### src/rtl/core/lkv_pkg.sv
package lkv_pkg;

    localparam int ENTRIES_DEF    = 16;
    localparam int KEY_BITS_DEF   = 16;
    localparam int VALUE_BITS_DEF = 32;

    localparam int CAP_BITS = 5;
    localparam logic [CAP_BITS-1:0] CAP_RESET = 5'd16;

    localparam logic CMD_GET = 1'b0;
    localparam logic CMD_PUT = 1'b1;

    typedef struct packed {
        logic valid;
        logic put;
    } req_ctrl_t;

endpackage

### src/rtl/core/lkv_in_stage.sv
module lkv_in_stage
    import lkv_pkg::*;
#(
    parameter int KEY_BITS   = KEY_BITS_DEF,
    parameter int VALUE_BITS = VALUE_BITS_DEF
)
(
    input  logic                         clk,
    input  logic                         rst_n,
    input  logic                         accept,
    input  logic                         cmd,
    input  logic [KEY_BITS-1:0]          key,
    input  logic signed [VALUE_BITS-1:0] value,
    output req_ctrl_t                    req_ctrl,
    output logic [KEY_BITS-1:0]          req_key,
    output logic [VALUE_BITS-1:0]        req_value
);

    req_ctrl_t               ctrl_reg;
    req_ctrl_t               ctrl_next;
    logic [KEY_BITS-1:0]     key_reg;
    logic [VALUE_BITS-1:0]   value_reg;

    always_comb
    begin
        ctrl_next.valid = accept;
        ctrl_next.put   = (cmd == CMD_PUT);
    end

    always_ff @(posedge clk or negedge rst_n)
    begin
        if (!rst_n)
        begin
            ctrl_reg <= '0;
        end
        else
        begin
            ctrl_reg <= ctrl_next;
        end
    end

    // payload only
    always_ff @(posedge clk)
    begin
        if (accept)
        begin
            key_reg   <= key;
            value_reg <= value;
        end
    end

    assign req_ctrl  = ctrl_reg;
    assign req_key   = key_reg;
    assign req_value = value_reg;

endmodule

### src/rtl/core/lkv_store.sv
module lkv_store
    import lkv_pkg::*;
#(
    parameter int ENTRIES    = ENTRIES_DEF,
    parameter int KEY_BITS   = KEY_BITS_DEF,
    parameter int VALUE_BITS = VALUE_BITS_DEF
)
(
    input  logic                  clk,
    input  logic                  rst_n,
    input  logic [CAP_BITS-1:0]   capacity,
    input  req_ctrl_t             req_ctrl,
    input  logic [KEY_BITS-1:0]   req_key,
    input  logic [VALUE_BITS-1:0] req_value,
    output logic                  done,
    output logic                  hit,
    output logic [VALUE_BITS-1:0] read_value
);

    localparam int IW = (ENTRIES > 1) ? $clog2(ENTRIES) : 1;
    localparam int OW = $clog2(ENTRIES + 1);
    localparam int CW = (OW > CAP_BITS) ? OW : CAP_BITS;

    logic [ENTRIES-1:0]    valid_reg;
    logic [ENTRIES-1:0]    valid_next;
    logic [IW-1:0]         age_reg  [ENTRIES];
    logic [IW-1:0]         age_next [ENTRIES];
    logic [KEY_BITS-1:0]   keys_mem [ENTRIES];
    logic [VALUE_BITS-1:0] vals_mem [ENTRIES];

    logic [ENTRIES-1:0]    match;
    logic [ENTRIES-1:0]    keep;
    logic                  hit_any;
    logic [IW-1:0]         hit_age;
    logic [IW-1:0]         hit_idx;
    logic [IW-1:0]         free_idx;
    logic [IW-1:0]         wr_idx;
    logic [VALUE_BITS-1:0] hit_val;
    logic [CW-1:0]         eff_cap;
    logic                  wr_en;

    logic                  done_reg;
    logic                  hit_reg;
    logic [VALUE_BITS-1:0] rd_reg;

    always_comb
    begin
        eff_cap = CW'(capacity);
        if (capacity == '0)
        begin
            eff_cap = CW'(1);
        end
        else if (CW'(capacity) > CW'(ENTRIES))
        begin
            eff_cap = CW'(ENTRIES);
        end
    end

    // tag compare and eviction survivors
    always_comb
    begin
        hit_age = '0;
        hit_idx = '0;
        hit_val = '0;
        for (int i = 0; i < ENTRIES; i++)
        begin
            match[i] = valid_reg[i] && (keys_mem[i] == req_key);
            keep[i]  = valid_reg[i] && ((CW'(age_reg[i]) + CW'(1)) < eff_cap);
            if (match[i])
            begin
                hit_age = hit_age | age_reg[i];
                hit_idx = hit_idx | IW'(i);
                hit_val = hit_val | vals_mem[i];
            end
        end
        hit_any = |match;
    end

    // lowest free slot after eviction
    always_comb
    begin
        free_idx = '0;
        for (int i = ENTRIES - 1; i >= 0; i--)
        begin
            if (!keep[i])
            begin
                free_idx = IW'(i);
            end
        end
    end

    always_comb
    begin
        valid_next = valid_reg;
        for (int i = 0; i < ENTRIES; i++)
        begin
            age_next[i] = age_reg[i];
        end
        if (req_ctrl.valid && hit_any)
        begin
            for (int i = 0; i < ENTRIES; i++)
            begin
                if (match[i])
                begin
                    age_next[i] = '0;
                end
                else if (valid_reg[i] && (age_reg[i] < hit_age))
                begin
                    age_next[i] = IW'(age_reg[i] + 1'b1);
                end
            end
        end
        else if (req_ctrl.valid && req_ctrl.put)
        begin
            for (int i = 0; i < ENTRIES; i++)
            begin
                valid_next[i] = keep[i];
                age_next[i]   = keep[i] ? IW'(age_reg[i] + 1'b1) : '0;
            end
            valid_next[free_idx] = 1'b1;
            age_next[free_idx]   = '0;
        end
    end

    assign wr_en  = req_ctrl.valid && req_ctrl.put;
    assign wr_idx = hit_any ? hit_idx : free_idx;

    always_ff @(posedge clk or negedge rst_n)
    begin
        if (!rst_n)
        begin
            valid_reg <= '0;
            for (int i = 0; i < ENTRIES; i++)
            begin
                age_reg[i] <= '0;
            end
            done_reg <= 1'b0;
        end
        else
        begin
            valid_reg <= valid_next;
            for (int i = 0; i < ENTRIES; i++)
            begin
                age_reg[i] <= age_next[i];
            end
            done_reg <= req_ctrl.valid && !req_ctrl.put;
        end
    end

    always_ff @(posedge clk)
    begin
        if (wr_en)
        begin
            keys_mem[wr_idx] <= req_key;
            vals_mem[wr_idx] <= req_value;
        end
    end

    always_ff @(posedge clk)
    begin
        hit_reg <= hit_any;
        rd_reg  <= hit_val;
    end

    assign done       = done_reg;
    assign hit        = hit_reg;
    assign read_value = rd_reg;

    a_unique_keys: assert property (@(posedge clk) disable iff (!rst_n)
        $onehot0(match))
        else $error("key present in more than one entry");

    a_put_fills: assert property (@(posedge clk) disable iff (!rst_n)
        (req_ctrl.valid && req_ctrl.put) |=> (valid_reg != '0))
        else $error("store empty after put");

    a_done_for_get: assert property (@(posedge clk) disable iff (!rst_n)
        done |-> $past(req_ctrl.valid && !req_ctrl.put))
        else $error("result without a get transaction");

    a_miss_zero: assert property (@(posedge clk) disable iff (!rst_n)
        (done && !hit) |-> (read_value == '0))
        else $error("miss result carries a value");

endmodule

### src/rtl/core/lru_key_value_cache.sv
// Fully associative key-value cache with least-recently-used replacement. One get or put
// transaction is taken in every clock cycle (busy stays low); each get returns its result
// on done via the input register and the store's done register; a put returns nothing.
// The receiver cannot stall: done, hit and read_value are valid for one cycle only, so
// capture them then. The single lookup/update pass over the register store, between the
// two registers, also writes the store so the next transaction sees it. The user writes
// the capacity register (0 acts as 1, above ENTRIES acts as ENTRIES) via the cfg channel
// only with no transaction in flight (unenforced); lowering it evicts on next put miss.
module lru_key_value_cache
    import lkv_pkg::*;
#(
    parameter int ENTRIES    = ENTRIES_DEF,
    parameter int KEY_BITS   = KEY_BITS_DEF,
    parameter int VALUE_BITS = VALUE_BITS_DEF
)
(
    input  logic                         clk,
    input  logic                         rst_n,
    input  logic                         start,
    output logic                         busy,
    input  logic                         cmd,
    input  logic [KEY_BITS-1:0]          key,
    input  logic signed [VALUE_BITS-1:0] value,
    input  logic                         cfg_valid,
    output logic                         cfg_ready,
    input  logic [CAP_BITS-1:0]          cfg_data,
    output logic                         done,
    output logic                         hit,
    output logic signed [VALUE_BITS-1:0] read_value
);

    logic [CAP_BITS-1:0]   capacity_reg;
    req_ctrl_t             req_ctrl;
    logic [KEY_BITS-1:0]   req_key;
    logic [VALUE_BITS-1:0] req_value;
    logic [VALUE_BITS-1:0] rd_value;
    logic                  accept;

    assign busy      = 1'b0;
    assign cfg_ready = 1'b1;
    assign accept    = start && !busy;

    always_ff @(posedge clk or negedge rst_n)
    begin
        if (!rst_n)
        begin
            capacity_reg <= CAP_RESET;
        end
        else if (cfg_valid && cfg_ready)
        begin
            capacity_reg <= cfg_data;
        end
    end

    lkv_in_stage #(
        .KEY_BITS   (KEY_BITS),
        .VALUE_BITS (VALUE_BITS)
    ) u_in_stage (
        .clk       (clk),
        .rst_n     (rst_n),
        .accept    (accept),
        .cmd       (cmd),
        .key       (key),
        .value     (value),
        .req_ctrl  (req_ctrl),
        .req_key   (req_key),
        .req_value (req_value)
    );

    lkv_store #(
        .ENTRIES    (ENTRIES),
        .KEY_BITS   (KEY_BITS),
        .VALUE_BITS (VALUE_BITS)
    ) u_store (
        .clk        (clk),
        .rst_n      (rst_n),
        .capacity   (capacity_reg),
        .req_ctrl   (req_ctrl),
        .req_key    (req_key),
        .req_value  (req_value),
        .done       (done),
        .hit        (hit),
        .read_value (rd_value)
    );

    assign read_value = rd_value;

endmodule
### config.mk
export PLATFORM = sky130hd
export DESIGN_NAME = lru_key_value_cache
export DESIGN_NICKNAME = d
export VERILOG_FILES = /design/src/rtl/core/lkv_pkg.sv /design/src/rtl/core/lkv_in_stage.sv /design/src/rtl/core/lkv_store.sv /design/src/rtl/core/lru_key_value_cache.sv
export SDC_FILE = /design/constraint.sdc
export NUM_CORES = 1
export LEC_CHECK = 0
export BUFFER_PORTS_ARGS = -buffer_cell sky130_fd_sc_hd__buf_2
export CAP_MARGIN = 25
export CORE_MARGIN = 2
export CORE_UTILIZATION = 50
export DETAILED_ROUTE_END_ITERATION = 16
export GPL_TIMING_DRIVEN = 0
export PLACE_DENSITY = 0.74
export SLEW_MARGIN = 20
export SYNTH_ARGS = -nofsm -noshare
export SYNTH_HDL_FRONTEND = slang
export SYNTH_SLANG_ARGS = --single-unit
export TNS_END_PERCENT = 30
### constraint.sdc
create_clock -name clk -period 12.82 [get_ports clk]
set_input_delay 1.282 -clock clk [delete_from_list [all_inputs] [get_ports clk]]
set_output_delay 1.282 -clock clk [all_outputs]
set_load 0.02 [all_outputs]
==> out/metrics.cfg, run 1 <==
[drt]
drt-initial-drc-count = 4314
vias_per_cell = 6.61
remaining_drc_errors = 0
totalWireLength_um = 131000
detail_route.wl_per_cell_um = 31.2
drt_first_pass_iters = 6
ant_nets = 0
vias = 27783

[logic_synthesis]
ys_ff_latch = 937
yosys.cell_types.count = 98
synthCells = 2735
synth_edf_count = 816
synthArstFlopShare_pct = 9.39
synth_seq_area_share_pct = 67.2
synthDominantAreaCellType = edfxtp_1
avgSynthCellArea_um2 = 14.9
ys_warn_count = 0
synthFlopType = edfxtp_1
synth_area_um2 = 40700
yosys.area.top_type_share_pct = 60.1
synth.area.top_cells = edfxtp_1 60%, dfrtp_1 5.3%, xnor2_1 4.6%, ha_1 3.9%, a22oi_1 3.0%
syn_nets = 2921

[sta]
slew_headroom_pct = 19.3
tns_ps = 0
layout_min_cycle_time_ps = 7240
fin_ws_ps = 5580
fin_crit_sh_pct = 56.5
rsz0062_at_grt = false
finalHoldViolations = 0
worstMarginPinSlew_ps = 1210
finalClockSkew_ps = 50.8
finalMaxSlewViolations = 0
setup_viol = 0
fmax_mhz = 138

[critical_path]
worst_r2r_startpoint = u_in_stage.req_key[13]$_DFFE_PP_
r2r_cells = 17
worstPathMaxFanout = 17
worstPathArrival_ps = 7780
worst_path_max_delay_cell = edfxtp_1
critPathBufInv = 4
worstPathRequired_ps = 13350
crit_chain = buf_6 > xor2_1 > nor4_2 > nand2_1 > nor4_2 > clkbuf_1 > clkbuf_1 > a22oi_1 > nand3_1 > nor2_2 > buf_8 > ha_1 > o21a_1 > o21ai_0 > a32oi_1 > a21oi_1 > mux2_2
crit_type = register to register
r2r_setup_slack_ps = 5580
r2r_end = u_store.age_reg[52]$_DFFE_PN0P_
cp_slowest_stage_delay_ps = 1010
critPathCaptureType = register
critPathLaunchType = register
crit_family = buffers and inverters

[job]
max_cap_viol_count = 0

[clock_network]
cts_hold_buf = 0
cts.clk_slew.worst_paths_ps = 60
cts_num_sinks = 937
post_cts_buffers = 0
clk_path_buf_depth = 3
numCtsBuffers = 94
clk_latency_ps = 680
cts-root-buf = clkbuf_16
htreeDepth = 3
cts_tree = yes
cts_resized = 0

[power_and_ir_drop]
power_density_nw_per_um2 = 158
p_sw_w = 0.00193
p_int_w = 0.00552
ir_drop_mv = 0.117
p_clk_share_pct = 39.0
combinationalPowerShare_pct = 11.4
leakagePower_nw = 16.4
pwr-share-seq_pct = 49.6
p_sw_share_pct = 25.9

[die]
initial_core_util_pct = 50.6
die_w_um = 289
num_io_pins = 94
die_h_um = 289
coreArea_um2 = 80500
dieArea_um2 = 83800
row_count = 104

[finish]
mostFrequentLayoutCells = 816 x edfxtp_1, 213 x xnor2_1, 165 x a22oi_1
fill_cells = 5889
area_delta_synth_final_pct = 16.0
layout.cells.most_common = edfxtp_1
final_cell_area_um2 = 47200
instances_no_fill = 4205
utilization_pct = 58.7
drive_above_1_share_pct = 17.0
multi_input_area_um2 = 12400
seqCellArea_um2 = 27400
diodes = 0
largest_register_ffs = 512
fin_nets = 3252

[placement]
port_buffers = 90
dpl-instance-area_um2 = 43900
placed_cells = 4020
hpwl_um = 88900
place_congestion = 0.981
place_ws_ps = 5510

[grt]
grt_pass1_vias = 26867
gr-usage-all-layers_pct = 31.3
grt_max_degree = 56
grt.overflow.total = 0
grt_pass1_wl_um = 186000
antenna_found_initial = 2

[worst_hold_path]
whs_path_depth = 2
holdCritPathClass = register to register
hold_end = u_store.read_value[18]$_DFF_P_
hp-start = u_store.vals_mem[0][18]$_DFFE_PP_

[status]
status = finished clean

==> metrics by stage <==
step           power (W)  hold slack, ps
2_1_floorplan    0.00421             444
3_3_place_gp     0.00450             460
3_5_place_dp     0.00457             468
4_1_cts          0.00743             478
5_1_grt          0.00765             489
6_report         0.00745             477
==> metal layers <==
layer  routed length (um)  share of wire [%]  global-route usage (%)  vias up
met5                   13             0.0099                       0        -
met4                 6840                5.2                    15.7        2
met3                16200                 12                    6.94      398
met2                58900                 45                    47.8     2111
met1                49200                 37                    42.4    13840
li1                     -                  -                       -    11432
==> final cells by class <==
cell class	count	area share (%)
clock buffer	114	5.20
tap	1060	2.81
sequential	937	57.9
multi-input combinational	1586	26.3
timing repair buffer	235	3.83
inverter	94	0.747
clock inverter	61	1.66
buffer	118	1.51
==> power by group through the flow <==
stage	sequential [W]	combinational, W	clock [W]
5_1_grt	0.00370	0.000909	0.00304
2_1_floorplan	0.00368	0.000528	0
4_1_cts	0.00369	0.000829	0.00291
3_3_place_gp	0.00377	0.000724	0
6_report	0.00370	0.000849	0.00290
3_5_place_dp	0.00375	0.000821	0
==> worst register-to-register path: stages, from the launching register on <==
cell and delay [ps]:
edfxtp_1 1010, buf_6 290, xor2_1 100, nor4_2 770, nand2_1 140, nor4_2 780, clkbuf_1 890, clkbuf_1 780
a22oi_1 160, nand3_1 190, nor2_2 160, buf_8 200, ha_1 280, o21a_1 170, o21ai_0 170, a32oi_1 170
a21oi_1 470, mux2_2 390
==> logic make-up (layout without fill, tap and decap cells) <==
family                     after synthesis  count (layout)  share of synthesized area [%]
AOI/OAI and AO/OA                      529             529                           10.1
xor gates and xnor gates               286             286                           6.18
adders and majority gates              128             128                           3.93
buffers and inverters                  212             622                           2.61
DFF                                    937             937                           67.2
muxes                                   81              81                           2.13
other                                    2               2                         0.0184
and+or+nand+nor                        560             560                           7.80
==> cell usage after synthesis, drive strengths merged, types with 11 or more instances <==
| cell type | n |
|---|---|
| a211oi | 12 |
| a21oi | 29 |
| a221oi | 71 |
| a22o | 59 |
| a22oi | 165 |
| a32oi | 15 |
| and3 | 36 |
| buf | 68 |
| clkbuf | 50 |
| dfrtp | 87 |
| dfxtp | 33 |
| edfxtp | 816 |
| ha | 128 |
| inv | 94 |
| mux2 | 32 |
| mux2i | 49 |
| nand2 | 118 |
| nand2b | 16 |
| nand3 | 63 |
| nand4 | 91 |
| nor2 | 73 |
| nor3 | 52 |
| nor4 | 40 |
| o21a | 26 |
| o21ai | 55 |
| or4 | 11 |
| xnor2 | 215 |
| xor2 | 71 |
==> worst max path at each step <==
stage	slack, ps	startpoint	depth (start not counted)	to
global placement	-3030	capacity_reg[4]$_DFFE_PN1P_	13	u_store.vals_mem[8][27]$_DFFE_PP_
floorplan	4130	capacity_reg[4]$_DFFE_PN1P_	13	u_store.keys_mem[10][0]$_DFFE_PP_
finish	5580	u_in_stage.req_key[13]$_DFFE_PP_	17	u_store.age_reg[52]$_DFFE_PN0P_
CTS	5470	u_in_stage.req_key[12]$_DFFE_PP_	17	u_store.age_reg[52]$_DFFE_PN0P_
global route	5510	u_in_stage.req_key[8]$_DFFE_PP_	18	u_store.age_reg[52]$_DFFE_PN0P_
detailed placement	5510	u_in_stage.req_key[12]$_DFFE_PP_	17	u_store.age_reg[52]$_DFFE_PN0P_
Note: power is estimated with default switching activity, not from simulation.
==> inputs of run 2 (changes only) <==
Settings changed: PLACE_DENSITY 0.74 to 0.77.
Clock period 12.82 ns to 6.6 ns, I/O delays scaled along.
==> out/metrics.cfg, run 2 (synthesis gave the netlist of run 1 again) <==
[sta]
layout_min_cycle_time_ps = 6430  ; was 7240 ps
finalHoldViolations = 0  ; unchanged
slew_headroom_pct = 19.3  ; about the same
worstMarginPinSlew_ps = 1210  ; about the same
rsz0062_at_grt = false  ; unchanged
fin_crit_sh_pct = 97.5  ; was 56.5%
finalMaxSlewViolations = 0  ; unchanged
setup_viol = 0  ; unchanged
tns_ps = 0  ; unchanged
fmax_mhz = 155  ; was 138 MHz
finalClockSkew_ps = 46.3  ; was 50.8 ps

[critical_path]
worstPathRequired_ps = 7150  ; was 13350 ps
critPathCaptureType = register  ; unchanged
crit_type = register to register  ; unchanged
critPathLaunchType = register  ; unchanged
worstPathArrival_ps = 6980  ; was 7780 ps
worstPathMaxFanout = 17  ; unchanged
r2r_end = u_store.age_reg[39]$_DFFE_PN0P_  ; was u_store.age_reg[52]$_DFFE_PN0P_
r2r_setup_slack_ps = 170  ; was 5580 ps
r2r_cells = 18  ; was 17
worst_r2r_startpoint = u_in_stage.req_key[10]$_DFFE_PP_  ; was u_in_stage.req_key[13]$_DFFE_PP_

[finish]
utilization_pct = 58.6  ; was 58.7%
area_delta_synth_final_pct = 15.9  ; was 16.0%
fill_cells = 5916  ; was 5889
fin_nets = 3248  ; was 3252
mostFrequentLayoutCells = 816 x edfxtp_1, 213 x xnor2_1, 165 x a22oi_1  ; unchanged
largest_register_ffs = 512  ; unchanged
drive_above_1_share_pct = 17.3  ; was 17.0%
layout.cells.most_common = edfxtp_1  ; unchanged

[clock_network]
cts.clk_slew.worst_paths_ps = 60  ; about the same
cts_tree = yes  ; unchanged
clk_latency_ps = 680  ; about the same
cts_num_sinks = 937  ; unchanged
htreeDepth = 3  ; unchanged
numCtsBuffers = 92  ; was 94
cts-root-buf = clkbuf_16  ; unchanged
clk_path_buf_depth = 3  ; unchanged

[drt]
remaining_drc_errors = 0  ; unchanged
vias = 27841  ; about the same
detail_route.wl_per_cell_um = 31.3  ; was 31.2 um
totalWireLength_um = 132000  ; was 131000 um
vias_per_cell = 6.62  ; was 6.61
drt_first_pass_iters = 8  ; was 6
ant_nets = 0  ; unchanged
drt-initial-drc-count = 4025  ; was 4314

[die]
row_count = 104  ; unchanged
die_h_um = 289  ; unchanged
die_w_um = 289  ; unchanged
coreArea_um2 = 80500  ; unchanged
initial_core_util_pct = 50.6  ; unchanged
dieArea_um2 = 83800  ; unchanged
num_io_pins = 94  ; unchanged

[placement]
port_buffers = 90  ; unchanged
place_congestion = 0.954  ; was 0.981
hpwl_um = 89000  ; was 88900 um

[job]
max_cap_viol_count = 0  ; unchanged

[status]
status = finished clean  ; unchanged

[worst_hold_path]
hold_end = u_in_stage.req_ctrl[0]$_DFF_PN0_  ; was u_store.read_value[18]$_DFF_P_
holdCritPathClass = input pin to register  ; was register to register
whs_path_depth = 1  ; was 2
hp-start = cmd  ; was u_store.vals_mem[0][18]$_DFFE_PP_

[grt]
grt_max_degree = 70  ; was 56
grt.overflow.total = 0  ; unchanged
grt_pass1_vias = 27475  ; was 26.9k
antenna_found_initial = 1  ; was 2
grt_pass1_wl_um = 187000  ; was 186000 um
gr-usage-all-layers_pct = 31.2  ; was 31.3%

[power_and_ir_drop]
leakagePower_nw = 16.4  ; about the same
total_power_w = 0.0143  ; was 0.00745 W
ir_drop_mv = 0.240  ; was 0.117 mV
power_density_nw_per_um2 = 302  ; was 158 nW/um2

-- run 2: changes by cell type in the layout (fill, tap and decap cells not counted), sizes merged, moves of 2 or more --
cell	before	now
clkbuf	165	167
clkdlybuf4s15	0	4
inv	98	96
clkinvlp	3	9
clkinv	38	35
bufinv	16	9
buf	302	298
-- run 2: cell type report --
class                      instances  area, um2  share of cell area, %
buffer                           113        732                   1.55
multi-input combinational       1586      12500                   26.4
timing repair buffer             238       1840                   3.90
sequential                       937      27400                   57.9
clock inverter                    55        628                   1.33
clock buffer                     119       2510                   5.31
inverter                          94        353                  0.747
antenna                            1       2.50                0.00530
tap                             1060       1330                   2.81
-- run 2: worst max-delay path, cell delays in order, from the launching register on --
cell             delay [ps]
edfxtp_1                850
buf_4                   340
buf_6                   240
xnor2_1                 140
nand4_1                 230
or4_1                   580
nor2_1                  270
buf_2                   460
clkdlybuf4s15_1         780
a22oi_1                 310
nand3_1                 210
nor2_2                  130
buf_6                   190
ha_1                    300
a211oi_1                370
o21a_1                  210
a31oi_1                  60
a21oi_1                 260
mux2_1                  340
-- run 2: what timing repair did --
item | 4_1_cts | 5_1_grt
setup endpoints to repair | 96 | 57
hold buffers | 1 | 0
endpoints found under the hold margin | 18 | 0
buffers inserted | 5 | 16
gates resized for setup | 10 | 19
-- run 2: per-layer routing --
layer	track usage (%)	share of wire (%)	up-vias
li1	-	-	11431
met1	41.2	37	13792
met2	47.8	45	2132
met3	8.21	13	486
met4	16.3	5.8	0
met5	0	0	-
-- run 2: per-stage QoR --
stage	worst slack, ps	area [um2]	cells	hold slack [ps]
floorplan	-648	40800	2735	364
global placement	-5940	42500	3885	467
detailed placement	-543	43800	4009	469
CTS	32.4	47000	4186	73.6
global route	13.2	47200	4202	80.5
finish	166	47200	4203	100
-- run 2: where the power goes --
part	internal [W]	switching (W)	leakage [nW]
combinational	0.000613	0.00110	6.08
clock	0.00307	0.00234	1.49
sequential	0.00682	0.000319	8.83
-- run 2: how the worst max path moves through the flow --
stage	from	to	cells past startpoint
after floorplan	capacity_reg[4]$_DFFE_PN1P_	u_store.keys_mem[12][0]$_DFFE_PP_	12
after global placement	capacity_reg[4]$_DFFE_PN1P_	u_store.vals_mem[15][29]$_DFFE_PP_	12
after detailed placement	u_in_stage.req_key[4]$_DFFE_PP_	u_store.age_reg[62]$_DFFE_PN0P_	20
after CTS	u_in_stage.req_key[8]$_DFFE_PP_	u_store.age_reg[62]$_DFFE_PN0P_	20
after global routing	u_in_stage.req_key[10]$_DFFE_PP_	u_store.age_reg[62]$_DFFE_PN0P_	19
final	u_in_stage.req_key[10]$_DFFE_PP_	u_store.age_reg[39]$_DFFE_PN0P_	18
